**src/sv/ugpb_pkg.sv**
```systemverilog
// Shared types, field widths, command codes and defaults for the particle binning block.
package ugpb_pkg;

  // Default sizing, handed to the top level parameters.
  localparam int MAX_CELLS_DEF     = 4096;
  localparam int MAX_PARTICLES_DEF = 4096;
  localparam int POS_FRAC_BITS_DEF = 16;

  // Field widths fixed by the item formats.
  localparam int CMD_W      = 2;
  localparam int POS_W      = 32;
  localparam int ID_W       = 12;
  localparam int QRY_W      = 12;
  localparam int LINK_W     = 13;
  localparam int OUT_CELL_W = 12;
  localparam int INV_W      = 24;
  localparam int CELLS_W    = 13;

  // Fraction bits of the reciprocal cell size.
  localparam int INV_FRAC_BITS = 16;

  // Reciprocal scaling used to reduce a particle id modulo the particle count.
  localparam int RECIP_SH = 24;
  localparam int MP_W     = 17;

  // Depth of the queue between the front and back halves; a power of two.
  localparam int QUEUE_DEPTH = 4;

  // Configuration port.
  localparam int CFG_AW = 5;
  localparam int CFG_DW = 32;
  localparam int REG_IDX_W = 3;
  localparam logic [REG_IDX_W-1:0] REG_ORIGIN_X = 3'd0;
  localparam logic [REG_IDX_W-1:0] REG_ORIGIN_Y = 3'd1;
  localparam logic [REG_IDX_W-1:0] REG_ORIGIN_Z = 3'd2;
  localparam logic [REG_IDX_W-1:0] REG_INV_CELL = 3'd3;
  localparam logic [REG_IDX_W-1:0] REG_CELLS_X  = 3'd4;
  localparam logic [REG_IDX_W-1:0] REG_CELLS_Y  = 3'd5;
  localparam logic [REG_IDX_W-1:0] REG_CELLS_Z  = 3'd6;

  // Command codes.
  localparam logic [CMD_W-1:0] CMD_CLEAR  = 2'd0;
  localparam logic [CMD_W-1:0] CMD_INSERT = 2'd1;
  localparam logic [CMD_W-1:0] CMD_READ   = 2'd2;
  localparam logic [CMD_W-1:0] CMD_NOP    = 2'd3;

  // Link value for an empty cell or a rejected request.
  localparam logic signed [LINK_W-1:0] LINK_NONE = '1;

  typedef struct packed {
    logic signed [POS_W-1:0] origin_x;
    logic signed [POS_W-1:0] origin_y;
    logic signed [POS_W-1:0] origin_z;
    logic [INV_W-1:0]        inv_cell_size;
    logic [CELLS_W-1:0]      cells_x;
    logic [CELLS_W-1:0]      cells_y;
    logic [CELLS_W-1:0]      cells_z;
  } cfg_t;

  typedef struct packed {
    logic [CMD_W-1:0]        cmd;
    logic signed [POS_W-1:0] pos_x;
    logic signed [POS_W-1:0] pos_y;
    logic signed [POS_W-1:0] pos_z;
    logic [ID_W-1:0]         particle_id;
    logic [QRY_W-1:0]        query_cell;
  } in_item_t;

  typedef struct packed {
    logic signed [LINK_W-1:0] link;
    logic                     in_range;
    logic [OUT_CELL_W-1:0]    cell_out;
  } out_item_t;

  typedef struct packed {
    logic init_busy;
  } back_stat_t;

endpackage

```
**src/sv/ugpb_fifo.sv**
```systemverilog
// Short register queue between the address front end and the cell table back end.
module ugpb_fifo #(
  parameter int MAX_CELLS     = ugpb_pkg::MAX_CELLS_DEF,
  parameter int MAX_PARTICLES = ugpb_pkg::MAX_PARTICLES_DEF
) (
  input  logic clk,
  input  logic rst_n,
  input  logic push,
  input  logic [ugpb_pkg::CMD_W + $clog2(MAX_CELLS) + $clog2(MAX_PARTICLES):0] wdata,
  output logic full,
  input  logic pop,
  output logic [ugpb_pkg::CMD_W + $clog2(MAX_CELLS) + $clog2(MAX_PARTICLES):0] rdata,
  output logic empty
);
  import ugpb_pkg::*;

  localparam int W  = CMD_W + 1 + $clog2(MAX_CELLS) + $clog2(MAX_PARTICLES);
  localparam int AW = $clog2(QUEUE_DEPTH);

  logic [W-1:0]  slot_r [QUEUE_DEPTH];
  logic [AW-1:0] wr_ptr_r, wr_ptr_nxt;
  logic [AW-1:0] rd_ptr_r, rd_ptr_nxt;
  logic [AW:0]   cnt_r, cnt_nxt;
  logic          do_push, do_pop;

  assign full    = (cnt_r == (AW+1)'(QUEUE_DEPTH));
  assign empty   = (cnt_r == '0);
  assign do_push = push && !full;
  assign do_pop  = pop && !empty;
  assign rdata   = slot_r[rd_ptr_r];

  always_comb begin
    wr_ptr_nxt = do_push ? wr_ptr_r + 1'b1 : wr_ptr_r;
    rd_ptr_nxt = do_pop ? rd_ptr_r + 1'b1 : rd_ptr_r;
    cnt_nxt    = cnt_r;
    if (do_push && !do_pop) begin
      cnt_nxt = cnt_r + 1'b1;
    end else if (do_pop && !do_push) begin
      cnt_nxt = cnt_r - 1'b1;
    end
  end

  always_ff @(posedge clk) begin
    if (!rst_n) begin
      wr_ptr_r <= '0;
      rd_ptr_r <= '0;
      cnt_r    <= '0;
    end else begin
      wr_ptr_r <= wr_ptr_nxt;
      rd_ptr_r <= rd_ptr_nxt;
      cnt_r    <= cnt_nxt;
    end
  end

  always_ff @(posedge clk) begin
    if (do_push) begin
      slot_r[wr_ptr_r] <= wdata;
    end
  end
endmodule

```
**config.mk**
```make
export PLATFORM = sky130hd
export DESIGN_NAME = ugpb_fifo
export DESIGN_NICKNAME = d
export VERILOG_FILES = /design/src/sv/ugpb_pkg.sv /design/src/sv/ugpb_fifo.sv
export SDC_FILE = /design/constraint.sdc
export NUM_CORES = 1
export LEC_CHECK = 0
export ABC_AREA = 1
export BUFFER_PORTS_ARGS = -buffer_cell sky130_fd_sc_hd__buf_2
export CAP_MARGIN = 25
export CORE_MARGIN = 8
export CORE_UTILIZATION = 45
export DETAILED_ROUTE_END_ITERATION = 10
export GPL_ROUTABILITY_DRIVEN = 0
export PLACE_DENSITY = 0.68
export SLEW_MARGIN = 15
export SYNTH_ARGS = -nofsm -noshare
export SYNTH_HDL_FRONTEND = slang
export SYNTH_SLANG_ARGS = --single-unit
```
**constraint.sdc**
```tcl
create_clock -name clk -period 3.7 [get_ports clk]
set_input_delay 0.37 -clock clk [delete_from_list [all_inputs] [get_ports clk]]
set_output_delay 0.37 -clock clk [all_outputs]
set_load 0.005 [all_outputs]
```
# [Word-level counts from Yosys, hierarchy flattened]
# Memories as Yosys holds them, arrays and structs flattened. A register that Yosys moved wholly into a read port is not among the register bits.
# Index checks and enable logic that the tools add are counted.
[word_totals] regBits=7 mem_bits_rw=108 output_inout_bits=29 elab_cells=25 memories=1
[memory_table] name="slot_r" words=4 width=27 read_ports=1 rd_ports_with_merged_regs=1 write_ports=1 line="ugpb_fifo.sv:20" text="logic [W-1:0] slot_r [QUEUE_DEPTH];"
[classes] n_addsub=4 n_eq_ne=1 muxes=6 reduce_logical=10
[ops] op="3-bit two-way mux" n=2
[ops] op="2-bit by 1-bit adder with 2-bit output (second input constant)" n=2
[ops] op="1-bit logical AND" n=4
[ops] op="1-bit zero test" n=4
[ops] op="2-bit two-way mux" n=2
[ops] op="3-bit by 1-bit adder with 3-bit output (second input constant)" n=1
[ops] op="3-bit equality test (second input constant)" n=1
[ops] op="3-bit zero test" n=1
[ops] op="3-bit by 1-bit subtractor with 3-bit output (second input constant)" n=1
[ops] op="1-bit two-way mux" n=2
[ops] op="2-bit nonzero test" n=1

# [Logic depth before layout (Yosys ltp)]
[depth] word_depth=7 mapped_depth=13 depth_no_buf=13

# [Worst setup path after synthesis]
# OpenSTA, ideal clock, no wires.
[synth_path] kind="register -> register" startpoint="reg cnt_r[0]" endpoint="mem slot_r[0][0] (netlist bit), enable pin" setup_time_ps=411 arrival_ps=1750 path_slack_ps=1539 path_stages_with_launch=5 path_buffers=0 cell_sequence="dfxtp_1 nor2_2 nand2_2 nand2_2 nor2_1"
[synth_via] elab_chain_cells=5
[synth_lines] element="start: declaration" line="ugpb_fifo.sv:23" text="logic [AW:0] cnt_r, cnt_nxt;"
[synth_lines] element="start signal: assignment" line="ugpb_fifo.sv:51" text="cnt_r <= cnt_nxt;"
[synth_lines] element="3-bit equality test" line="ugpb_fifo.sv:26" text="assign full = (cnt_r == (AW+1)'(QUEUE_DEPTH));"
[synth_lines] element="1-bit zero test" line="ugpb_fifo.sv:28" text="assign do_push = push && !full;"
[synth_lines] element="1-bit logical AND" line="ugpb_fifo.sv:28"
[synth_lines] element="1-bit two-way mux" line="ugpb_fifo.sv:56" text="if (do_push) begin"
[synth_lines] element="1-bit two-way mux (implied by the code)" line="ugpb_fifo.sv:57" text="slot_r[wr_ptr_r] <= wdata;"
[synth_lines] element="end: declaration" line="ugpb_fifo.sv:20"
# Every way passes these cells.

==> flow_summary.json <==
{
  "first_global_vias": 2756,
  "syn2layout_area_growth_pct": 19.74,
  "dr.pass1.iters": 4,
  "finalCritPeriodShare_pct": 66.34,
  "wl_per_cell_um": 16.78,
  "viasPerCell": 5.106,
  "crit_path_end_kind": "output pin",
  "worstPathArrival_ps": 2080,
  "numCtsBuffers": 17,
  "critPathLaunchType": "flop",
  "die-area_mm2": 0.01359,
  "p_leak_nw": 1.985,
  "fin_util_pct": 55.49,
  "drcViolationCount": 0,
  "totalWireLength_um": 9059,
  "synth_area_per_cell_um2": 13.75,
  "tightest_slew_ps": 928.5,
  "cts-hold-fix-buffers": 0,
  "synth-seq-cells": 117,
  "num_vias": 2757,
  "report.final.slew_viol_count": 0,
  "hp-class": "input pin to flop",
  "final_area_mm2": 0.005449,
  "vdd_drop_max_uv": 470.9,
  "clkLatencyLatePin_ps": 510,
  "worstPathRequired_ps": 3330,
  "portBuffers": 59,
  "antenna_cells": 0,
  "synthSimpleGateAreaFrac_pct": 7.671,
  "status": "completed",
  "cts.path.max_buffers": 2,
  "post_cts_buffers": 0,
  "clkTransAtPathRegs_ps": 50,
  "yosysSeqAreaShare_pct": 75.23,
  "crit_slowest_cell": "dfxtp_2",
  "final_cell_mix": "108 x edfxtp_1, 63 x nor2_1, 59 x buf_2",
  "synthMuxAreaShare_pct": 0,
  "setup_violations": 0,
  "syn_nets": 368,
  "seq_area_mm2": 0.003425,
  "ys_warn_count": 0,
  "place_ws_ps": 1675,
  "htree_levels": 4,
  "cts_tree": "done",
  "synth-compound-area-share_pct": 10.09,
  "grt_use_total_pct": 14.13,
  "hold_viol": 0,
  "power_density_mw_per_mm2": 729.8,
  "fin_crit_ps": 2454,
  "ys_types": 22,
  "cts.sink_count": 117,
  "synth_top_family_by_area": "compound AO/OA/AOI/OAI gates",
  "dp_hpwl_um": 5303,
  "drtAntennaViolNets": 0,
  "std_cell_rows": 36,
  "whs_ps": 73.04,
  "coreArea_mm2": 0.009819,
  "start_util_pct": 46.34,
  "rsz0062_at_grt": "false",
  "fillers": 850,
  "dr.first_iter.drc_count": 145,
  "final_common_cell": "edfxtp_1",
  "relSlewSlack_pct": 37.96,
  "synthCells": 331,
  "path_cells": "buf_4, o21ai_0, o22ai_1, buf_2",
  "cpPeakStageDelay_ps": 760,
  "die_w_um": 116.6,
  "nets": 432,
  "multi_input_area_um2": 929.6,
  "worstSetupPathType": "flop to output pin",
  "root_buffer": "clkbuf_8",
  "layout-drive-gt1-share_pct": 24.32,
  "syn_area_mm2": 0.004551,
  "crit_fanout": 36,
  "cts_resized": 0,
  "max_freq_ghz": 0.4074,
  "antenna_found_initial": 0,
  "finalWorstSetupSlack_ps": 1246,
  "fp.dieH_um": 116.6,
  "grt_max_degree": 55,
  "grt_overflow": 0,
  "synth_xor_area_share_pct": 0.1925,
  "synthAdderAreaFrac_pct": 1.815,
  "grt_pass1_wl_um": 14150,
  "skew_ps": 25.18,
  "place_area_mm2": 0.004911,
  "io_pins": 60,
  "maxCapViolCount": 0,
  "fin_tns_setup_ps": 0
}
## flip-flops by register name (all words and copies together), names as in the netlist, named ones only
name / cells
wr_ptr_r: 2
cnt_r: 3
slot_r: 108
rd_ptr_r: 2
## per-layer routing
layer	global-route usage, %	vias up	part of all wire [%]
li1	-	1335	-
met4	4.863	0	0.63
met2	24.15	72	52
met1	16.31	1346	43
met3	4.705	4	4.5
met5	0	-	0
## final timing paths
path | startpoint | slack [ps] | cells past startpoint | endpoint
setup reg to reg | cnt_r[1] | 1690 | 9 | cnt_r[1]
hold reg to reg | rd_ptr_r[0] | 520 | 2 | flop
hold / removal | wdata[22] | 70 | 1 | slot_r[3][22]
setup / recovery | flop | 1250 | 4 | rdata[24]
## critical path: cells and delay by family (launching register included)
family | cells | cell delay, ps
buffers and inverters | 2 | 490
AOI/OAI and AO/OA | 2 | 310
DFF | 1 | 760
## cells in the mapped netlist (all sizes together)
cell type / number / share of area (%)
o21ai: 55 / 6.0
inv: 17 / 1.6
ha: 5 / 1.4
clkbuf: 1 / 0.17
o22ai: 27 / 3.7
dfxtp: 9 / 4.0
clkinv: 1 / 0.19
edfxtp: 108 / 71
fa: 1 / 0.44
a21oi: 3 / 0.33
nand2: 15 / 1.4
nand3: 4 / 0.44
buf: 15 / 3.1
nand3b: 1 / 0.17
nor2: 68 / 5.7
xor2: 1 / 0.19
## metrics by stage
step / total power [W] / instances
2_1_floorplan: 0.002257 / 331
3_3_place_gp: 0.002518 / 509
3_5_place_dp: 0.002543 / 509
4_1_cts: 0.004017 / 540
5_1_grt: 0.004182 / 540
6_report: 0.003977 / 540
## report_power, final
part / internal, W / leakage, nW / switching [W]
clock network: 0.000946 / 0.261 / 0.000535
logic: 0.000294 / 0.659 / 0.000495
registers: 0.00162 / 1.06 / 0.0000928
total: 0.00285 / 1.98 / 0.00112
## area by class of cell
cell class | count | share of cell area, %
clock buffers | 21 | 7.876
repair buffers | 61 | 5.695
well taps | 133 | 3.054
inverters | 18 | 1.470
clock inverters | 10 | 1.998
multi-input cells | 180 | 17.06
flip-flops and latches | 117 | 62.85
## kinds of logic (layout without fill, tap and decap cells)
group	Yosys count	count (layout)
buffers and inverters	34	110
xor gates and xnor gates	1	1
DFF	117	117
AOI/OAI and AO/OA	85	85
and+or+nand+nor	88	88
adders and majority gates	6	6
No activity file was read; power rests on OpenSTA's default activity.
